**src/tccb_pkg.sv**
```systemverilog
// ----------------------------------------------------------------------------
// Text console cell buffer package
// Request kinds, control characters, register map and shared types.
// ----------------------------------------------------------------------------
`default_nettype none

package tccb_pkg;

    // Request kinds carried in the input tuser field.
    localparam logic [1:0] KIND_PUT    = 2'd0;
    localparam logic [1:0] KIND_READ   = 2'd1;
    localparam logic [1:0] KIND_CLEAR  = 2'd2;
    localparam logic [1:0] KIND_UNUSED = 2'd3;

    // Control characters recognized by a put.
    localparam logic [7:0] CH_NUL   = 8'h00;
    localparam logic [7:0] CH_NL    = 8'h0A;
    localparam logic [7:0] CH_BS    = 8'h08;
    localparam logic [7:0] CH_CR    = 8'h0D;
    localparam logic [7:0] CH_TAB   = 8'h09;
    localparam logic [7:0] CH_SPACE = 8'h20;

    // Register indexes (byte address is four times the index).
    localparam logic [1:0] REG_COLUMNS = 2'd0;
    localparam logic [1:0] REG_ROWS    = 2'd1;
    localparam logic [1:0] REG_SCROLL  = 2'd2;

    localparam int COL_W    = 8;
    localparam int ROWS_W   = 8;
    localparam int SCROLL_W = 12;
    localparam int START_W  = SCROLL_W + COL_W;
    localparam int ROFF_W   = ROWS_W + COL_W;
    localparam int IDX_W    = START_W + 1;

    localparam logic [COL_W-1:0]    COLUMNS_RESET = 8'd80;
    localparam logic [ROWS_W-1:0]   ROWS_RESET    = 8'd25;
    localparam logic [SCROLL_W-1:0] SCROLL_RESET  = 12'd0;

    // Result of the column remainder unit.
    typedef struct packed {
        logic             done;
        logic [COL_W-1:0] rem;
    } mod_result_t;

endpackage

`default_nettype wire

```
**src/tccb_col_mod.sv**
```systemverilog
// ----------------------------------------------------------------------------
// Column remainder unit
// Bit-serial restoring remainder of the write pointer by the column count.
// ----------------------------------------------------------------------------
`default_nettype none

module tccb_col_mod #(
    parameter int PTR_W = 13
) (
    input  wire                       clk,
    input  wire                       rst_n,
    input  wire                       start,
    input  wire  [PTR_W-1:0]          dividend,
    input  wire  [tccb_pkg::COL_W-1:0] divisor,
    output tccb_pkg::mod_result_t     result
);
    import tccb_pkg::*;

    localparam int CNT_W = $clog2(PTR_W + 1);

    logic             busy_reg;
    logic             done_reg;
    logic [CNT_W-1:0] cnt_reg;
    logic [PTR_W-1:0] dvd_reg;
    logic [COL_W-1:0] rem_reg;
    logic [COL_W:0]   trial;
    logic [COL_W-1:0] rem_next;

    // One quotient bit per cycle, most significant bit first.
    always_comb
    begin
        trial = {rem_reg, dvd_reg[PTR_W-1]};
        if (trial >= {1'b0, divisor})
        begin
            rem_next = COL_W'(trial - {1'b0, divisor});
        end
        else
        begin
            rem_next = trial[COL_W-1:0];
        end
    end

    always_ff @(posedge clk or negedge rst_n)
    begin
        if (!rst_n)
        begin
            busy_reg <= 1'b0;
            done_reg <= 1'b0;
            cnt_reg  <= '0;
            dvd_reg  <= '0;
            rem_reg  <= '0;
        end
        else
        begin
            done_reg <= 1'b0;
            if (start)
            begin
                busy_reg <= 1'b1;
                cnt_reg  <= CNT_W'(PTR_W);
                dvd_reg  <= dividend;
                rem_reg  <= '0;
            end
            else if (busy_reg)
            begin
                rem_reg <= rem_next;
                dvd_reg <= {dvd_reg[PTR_W-2:0], 1'b0};
                cnt_reg <= cnt_reg - CNT_W'(1);
                if (cnt_reg == CNT_W'(1))
                begin
                    busy_reg <= 1'b0;
                    done_reg <= 1'b1;
                end
            end
        end
    end

    assign result.done = done_reg;
    assign result.rem  = rem_reg;

endmodule

`default_nettype wire

```
**config.mk**
```make
export PLATFORM = sky130hd
export DESIGN_NAME = tccb_col_mod
export DESIGN_NICKNAME = d
export VERILOG_FILES = /design/src/tccb_pkg.sv /design/src/tccb_col_mod.sv
export SDC_FILE = /design/constraint.sdc
export NUM_CORES = 1
export LEC_CHECK = 0
export ABC_AREA = 1
export ABC_CLOCK_PERIOD_IN_PS = 2200
export BUFFER_PORTS_ARGS = -buffer_cell sky130_fd_sc_hd__buf_4
export CAP_MARGIN = 30
export CORE_ASPECT_RATIO = 0.9
export CORE_MARGIN = 2
export CORE_UTILIZATION = 55
export DETAILED_ROUTE_END_ITERATION = 6
export GPL_TIMING_DRIVEN = 0
export PLACE_DENSITY = 0.79
export SLEW_MARGIN = 10
export SYNTH_ARGS = -nofsm -noshare
export SYNTH_HDL_FRONTEND = slang
export SYNTH_SLANG_ARGS = --single-unit
```
**constraint.sdc**
```tcl
create_clock -name clk -period 2.2 [get_ports clk]
set_clock_uncertainty 0.05 [all_clocks]
set_input_delay 0.11 -clock clk [delete_from_list [all_inputs] [get_ports clk]]
set_output_delay 0.11 -clock clk [all_outputs]
set_load 0.01 [all_outputs]
```
Word-level counts from Yosys, hierarchy flattened --
Index checks and enable logic that the tools add are counted.
Cells by class: add/sub/neg operators 2, multipliers 0, div/mod/pow operators 0, $lt $le $gt $ge 1, equality and inequality tests 1, shifts and indexed selects 0, multiplexer cells 13, bitwise gates (word level) 0, reductions and logical operators 1
Operator list (count):
- 13-bit two-way mux | 2
- 8-bit two-way mux | 3
- 9-bit by 8-bit greater-or-equal comparator with 1-bit output | 1
- 4-bit two-way mux | 2
- 8-bit subtractor | 1
- 1-bit two-way mux | 6
- 4-bit by 1-bit equality test with 1-bit output (second input constant) | 1
- 4-bit by 1-bit subtractor with 4-bit output (second input constant) | 1
- 2-bit nonzero test | 1
Word-level totals: register bits after elaboration 27, latch bits 0, RAM bits 0, memory bits (read-only) 0, input bits 24, output and inout port bits 9, word-level logic and storage cells 23, memories kept 0

Depth between registers and ports, before layout --
Gate-level depths: netlist of run 1.
depth in word-level cells 4, mapped depth 12, gate-level depth less buffers 12

Worst setup path after synthesis of run 1 --
Ideal clock, no wire load.
kind reg2reg, start register rem_reg[3], end register rem_reg[7], library setup time 0.117 ns, arrival time 1.440 ns, data required time 2.033 ns, slack 0.593 ns, cell stages (with the launch flop) 11, path buffers 0, clock period less this slack 1.607 ns, cell sequence dfrtp_1 > ha_1 > nand2_2 > inv_2 > nand4_1 > nand2_2 > nand2_4 > nand2_4 > nand2_1 > nand3_1 > nand2_1
Between the ends: longest elaborated chain between the ends 4, elaborated cells on any way between the ends 5, those cells by class 1 x add/sub; 1 x order compare; 3 x mux
Ends and longest elaborated chain:
- start, declared | RTL line tccb_col_mod.sv:25 | logic [COL_W-1:0] rem_reg;
- start signal, assigned | RTL line tccb_col_mod.sv:65 | rem_reg <= rem_next;
- 8-bit subtractor / 9-bit by 8-bit greater-or-equal comparator with 1-bit output (equally long branches) | RTL line tccb_col_mod.sv:35, tccb_col_mod.sv:33
- 8-bit two-way mux * | RTL line tccb_col_mod.sv:33 | if (trial >= {1'b0, divisor})
- 8-bit two-way mux * | RTL line tccb_col_mod.sv:63 | else if (busy_reg)
- 8-bit two-way mux * | RTL line tccb_col_mod.sv:56 | if (start)
Every way passes the cells marked *; elsewhere a longest branch is shown, timed or not. The select of a mux whose other input is x is not followed. A chain may end at the register's enable or synchronous reset.

Worst setup path in the final report of run 1 --
start register rem_reg[3], end register rem_reg[0]
Between the ends: longest elaborated chain between the ends 4
Ends and longest elaborated chain (RTL line):
- 9-bit by 8-bit greater-or-equal comparator with 1-bit output | tccb_col_mod.sv:33
- 8-bit two-way mux | tccb_col_mod.sv:33
- 8-bit two-way mux | tccb_col_mod.sv:63
- 8-bit two-way mux | tccb_col_mod.sv:56
Every way passes these cells. The select of a mux whose other input is x is not followed.

==> results of run 1 <==
==> stage by stage <==
stage	setup slack (ns)	utilization, %	instance area, um^2	hold slack [ns]	cells
5_1_grt	0.207	72.3	2170	0.170	314
2_1_floorplan	0.593	-	1700	-0.236	222
4_1_cts	0.387	72.3	2170	0.143	314
6_report	0.390	72.3	2170	0.140	314
3_3_place_gp	0.436	66.4	1990	-0.00590	295
3_5_place_dp	0.421	66.4	1990	-0.0119	295
==> path summary, 6_finish.rpt <==
| path | startpoint | endpoint | slack [ns] |
|---|---|---|---|
| max | rem_reg[3]$_DFFE_PN0P_ | rem_reg[0]$_DFFE_PN0P_ | 0.39 |
| min | rst_n | dvd_reg[5]$_DFFE_PN0P_ | 0.14 |
| max reg2reg | rem_reg[3]$_DFFE_PN0P_ | rem_reg[0]$_DFFE_PN0P_ | 0.39 |
| min reg2reg | dvd_reg[6]$_DFFE_PN0P_ | dvd_reg[7]$_DFFE_PN0P_ | 0.45 |
| max in group asynchronous | rst_n | rem_reg[4]$_DFFE_PN0P_ | 1.72 |
| min in group clk | divisor[1] | rem_reg[1]$_DFFE_PN0P_ | 0.15 |
==> cells by family after synthesis <==
family	Yosys count
AND/OR/NAND/NOR	110
buffers and inverters	46
flip-flops	27
AO/OA/AOI/OAI	25
adder cells (fa/ha/maj)	11
XOR/XNOR	3
==> where the power goes <==
group | internal (mW) | total (mW) | leakage, nW | switching (mW)
Combinational | 0.499 | 1.17 | 0.844 | 0.674
Sequential | 0.614 | 0.726 | 0.330 | 0.112
Clock | 0.0713 | 0.217 | 0.0150 | 0.145
==> critical path, cell delays in order (launching register included) <==
cell and delay [ns]:
dfrtp_1 0.45, ha_1 0.38, nand2_2 0.09, inv_2 0.07, nand4_1 0.13, nand2_2 0.14, nand2_4 0.10, nand2_4 0.12
nand2_1 0.06, nand3_1 0.08, nand2_1 0.06
==> synth_stat cells, drive strengths merged <==
cell type,number
clkbuf,1
a31oi,1
o21ai,5
inv,41
a22oi,5
nor4,1
nor3,2
nand4,2
nor2,10
ha,10
xor2,2
nand2,72
nand3,23
a21oi,6
buf,4
dfrtp,27
o22ai,1
o221ai,5
xnor2,1
fa,1
o211ai,2
==> final cells by class <==
type                            instances  share of cell area, %
Inverter                               41                   7.11
Buffer                                  5                   1.33
Tap cell                               42                   2.43
Clock buffer                            4                   1.21
Sequential cell                        27                   31.2
Multi-Input combinational cell        149                   39.1
Timing Repair Buffer                   46                   17.7
==> metal layers <==
layer	GRT usage [%]	routed length, um	up-vias
met5	0	0	-
met4	6.67	46	0
met3	4.21	132	4
met2	34.6	1480	30
met1	30.9	1790	695
li1	-	-	811
==> reports/results.txt, run 1 <==
Synthesized area: 1700 um^2
Initial DRC Count: 94
Mean Syn Cell Area: 7.68 um^2
Critical path fanouts, max: 9
DRT Pass-1 Iters: 4
Fmax: 553 MHz
Share of cells above drive strength 1: 19.1%
Core box area: 3000 um^2
Inserted Diodes: 0
Wire per inst: 11.0 um
Unique masters post-synth: 31
Initial antenna violation count: 0
Lkg Pwr: 1.19 nW
Register area: 676 um^2
Via Count: 1540
Rows: 19
FILL cells: 262
Htree depth: 1
IO Pins: 33
Area share of the largest cell type after synthesis: 39.6%
Worst reg2reg path depth: 10
CTS tree: yes
Yosys reg bits: 27
Slew HR: 72.6%
Fin. Hold Viols: 0
Warnings, synthesis: 0
Cell taking the most area after synthesis: dfrtp_1
Crit end category: flop
Vias in the first global route: 1411
Net total in the final layout: 308
Clk_lat worst skew: 0.33 ns
Crit start category: flop
Post-Synth Adder-Cell Area: 8.52%
Setup TNS: 0 ns
Simple-Gate Fraction of Synth Area: 29.7%
Via density: 4.90
Syn nets: 257
Port-buffer cells: 31
Die X: 62.7 um
Area growth, synth to finish: 27.1%
Synth area leaders: dfrtp_1 (40%), nand2_1 (15%), inv_1 (8.4%)
Hold-fix buffers, CTS: 15
Commonest non-fill, non-tap cells in the layout: nand2_1 (68), inv_1 (38), buf_4 (33)
Clock-pin slew on the worst setup and hold paths: 0.14 ns
Outcome: complete, no violations
CP Class: reg -> reg
Post-cts sizing count: 0
Initial core utilization: 56.9%
Crit path required time: 2.39 ns
# DRC: 0
Syn Inst Count: 222
Post-DP HPWL: 2540 um
RSZ-0062 raised after global routing: no
XOR/XNOR share of the synthesized area: 1.54%
VDD IR max: 0.561 mV
Total track usage: 22.0%
Routed Antenna Nets: 0
Worst Tran Pin Value: 0.411 ns
Hold Crit Class: in -> async
Drt total wl: 3450 um
Largest family of logic cells by synthesized area: simple AND/OR/NAND/NOR gates
GRT overflow: 0
Die Ht: 56.8 um
GP Congestion: 0.829
Num CTS Buffers: 3
Crit path arrival time: 2.00 ns
Endpoints failing setup: 0
Max reg flops: 13
Total chip power: 2.11 mW
Multiplexer share of the synthesized area: 0%
Slew Viols, Final: 0
Die Area: 3560 um^2
Period utilization: 82.3%
CTS root buf: clkbuf_4
Commonest non-fill, non-tap cell in the layout: nand2_1
Clk buf depth: 2
Cell Pwr Density: 976 nW/um^2
Sequential area share after synthesis: 39.6%
Complex-gate fraction of the synthesized area: 9.84%
Largest net degree at the start of global routing: 28
Global-route wire length before repair: 6140 um
Sink Count: 27
Maxcap violations: 0
Area of the multi-input gates: 846 um^2
Post-CTS setup buffer count: 0
Final period demand of the worst path: 1.81 ns
Power figures use the tool's default switching activity.
==> run 2, diff against run 1 <==
--- a/config.mk
+++ b/config.mk
@@ -6,15 +6,15 @@
 export NUM_CORES = 1
 export LEC_CHECK = 0
 export ABC_AREA = 1
-export ABC_CLOCK_PERIOD_IN_PS = 2200
+export ABC_CLOCK_PERIOD_IN_PS = 1500
 export BUFFER_PORTS_ARGS = -buffer_cell sky130_fd_sc_hd__buf_4
 export CAP_MARGIN = 30
 export CORE_ASPECT_RATIO = 0.9
 export CORE_MARGIN = 2
-export CORE_UTILIZATION = 55
+export CORE_UTILIZATION = 49
 export DETAILED_ROUTE_END_ITERATION = 6
 export GPL_TIMING_DRIVEN = 0
-export PLACE_DENSITY = 0.79
+export PLACE_DENSITY = 0.75
 export SLEW_MARGIN = 10
 export SYNTH_ARGS = -nofsm -noshare
 export SYNTH_HDL_FRONTEND = slang
==> constraint.sdc (replaced) <==
create_clock -name clk -period 1.5 [get_ports clk]
set_clock_uncertainty 0.05 [all_clocks]
set_input_delay 0.075 -clock clk [delete_from_list [all_inputs] [get_ports clk]]
set_output_delay 0.075 -clock clk [all_outputs]
set_load 0.01 [all_outputs]
==> run 2 against run 1 <==
Hold slack worse by 0.13 ns; the run now ends with setup timing left; non-clock buffer count up 11; critical path type unchanged; fmax up 5.6%; design area up 12%.
==> reports/results.txt, run 2 (synthesis gave the netlist of run 1 again) <==
Outcome: finished with violations
Failing checks: setup timing
Setup TNS: -1.59 ns
Initial antenna violation count: 0
Vias in the first global route: 1454
Maxcap violations: 0
Delay of the slowest critical-path stage: 0.44 ns
Crit end category: flop
Via density: 4.87
Clock-pin slew on the worst setup and hold paths: 0.09 ns
Drt total wl: 3940 um
Crit path arrival time: 1.83 ns
Lkg Pwr: 1.26 nW
Sw Share: 42.5%
Die Area: 3970 um^2
Total track usage: 22.0%
Critical path buffer and inverter count: 2
Largest net degree at the start of global routing: 28
Crit path required time: 1.62 ns
FILL cells: 264
Psw: 1.68 mW
Wire per inst: 12.0 um
Inserted Diodes: 0
Net total in the final layout: 320
Port-buffer cells: 31
Final period demand of the worst path: 1.71 ns
CTS root buf: clkbuf_8
Die Ht: 59.9 um
Cell Pwr Density: 1630 nW/um^2
Worst setup startpoint: rem_reg[1]$_DFFE_PN0P_
Endpoints failing setup: 8
Crit start category: flop
Internal: 2.28 mW
Die X: 66.2 um
Rows: 20
VDD IR max: 0.970 mV
Place WS: -0.162 ns
Seq pwr share: 27.2%
Worst r2r src: rem_reg[1]$_DFFE_PN0P_
Critical path fanouts, max: 8
Commonest non-fill, non-tap cells in the layout: nand2_1 (58), buf_4 (46), inv_1 (35)
Clk_lat worst skew: 0.27 ns
Combinational share of power: 62.6%
Slew Viols, Final: 0
Initial core utilization: 50.8%
Num CTS Buffers: 3
Hold Crit Class: in -> reg
Clock share of power: 10.2%
RSZ-0062 raised after global routing: yes
GRT overflow: 0
Global-route wire length before repair: 6610 um
Finished Core Util: 72.6%
Largest delay share family, worst path: simple AND/OR/NAND/NOR gates
Post-DP HPWL: 2650 um
Slew HR: 71.8%
Routed Antenna Nets: 0
# DRC: 0
Worst Tran Pin Value: 0.423 ns
CP max-delay cell: dfrtp_2
Clk buf depth: 2
Worst hold start: dividend[5]
Period utilization: 114%
Fmax: 583 MHz
CTS tree: yes
GP Congestion: 0.854
Fin worst setup slack: -0.214 ns
Crit-path cells: ha_4 > nand2_2 > inv_2 > nand3_2 > nor2_4 > nor2_4 > buf_12 > nand2_8 > nand2_2 > nand3_2 > nand2_1
DRT Pass-1 Iters: 4
Commonest non-fill, non-tap cell in the layout: nand2_1
CP Class: reg -> reg
Htree depth: 1
IO Pins: 33
Area growth, synth to finish: 43.0%
Share of cells above drive strength 1: 34.9%
Core box area: 3350 um^2
Via Count: 1596
Sink Count: 27
Register area: 682 um^2
Initial DRC Count: 73
Area of the multi-input gates: 1000 um^2
Fin. Hold Viols: 0
Max reg flops: 13
[run 2: power groups by stage]
stage / combinational (mW) / clock [mW] / sequential (mW)
2_1_floorplan: 1.31 / 0 / 1.13
3_3_place_gp: 1.79 / 0 / 1.12
3_5_place_dp: 1.81 / 0 / 1.12
4_1_cts: 2.18 / 0.415 / 1.08
5_1_grt: 2.75 / 0.444 / 1.10
6_report: 2.48 / 0.405 / 1.08
[run 2: stage by stage]
stage	instance area, um^2	hold WS [ns]	power (mW)	std cells
floorplan	1790	-0.271	2.44	222
global placement	2080	-0.0430	2.91	297
detailed placement	2080	-0.0462	2.93	297
CTS	2340	0.00217	3.68	321
global route	2440	0.0233	4.29	328
finish	2440	0.00982	3.96	328
[run 2: final cells by class]
cell class	count	share of cell area [%]
multi-input cells	150	41.0
flip-flops and latches	27	28.0
repair buffers	57	19.3
inverters	41	6.32
well taps	44	2.26
clock buffers	3	1.69
plain buffers	5	1.18
clock inverters	1	0.205
[run 2: worst paths after layout]
kind,end,slack [ns],depth (start not counted)
worst max-delay path,rem_reg[4]$_DFFE_PN0P_,-0.21,11
worst min-delay path,dvd_reg[5]$_DFFE_PN0P_,0.01,3
worst max register to register,rem_reg[4]$_DFFE_PN0P_,-0.21,11
worst min register to register,dvd_reg[7]$_DFFE_PN0P_,0.44,2
max in group asynchronous,rem_reg[6]$_DFFE_PN0P_,0.93,2
min in group asynchronous,dvd_reg[2]$_DFFE_PN0P_,0.20,2
[run 2: routing by layer]
metal	GRT usage, %	share of wire, %	routed length [um]
met1	31.6	47	1860
met5	0	0	0
met2	35.1	49	1930
met4	4.37	0.69	27
met3	3.95	3.2	127
[run 2: repair_timing]
| item | 4_1_cts | 5_1_grt |
|---|---|---|
| hold buffers | 11 | 1 |
| buffers inserted | 8 | 8 |
| pin swaps | 4 | 9 |
| resized for setup | 12 | 9 |
| cloned | 1 | 0 |
| endpoints found under the setup margin | 8 | 8 |
| hold endpoints to repair | 37 | 1 |
[run 2: worst register-to-register path, stage by stage, from the launching register on]
cell and delay [ns]:
dfrtp_2 0.44, ha_4 0.31, nand2_2 0.06, inv_2 0.07
nand3_2 0.09, nor2_4 0.14, nor2_4 0.06, buf_12 0.13
nand2_8 0.09, nand2_2 0.06, nand3_2 0.07, nand2_1 0.05
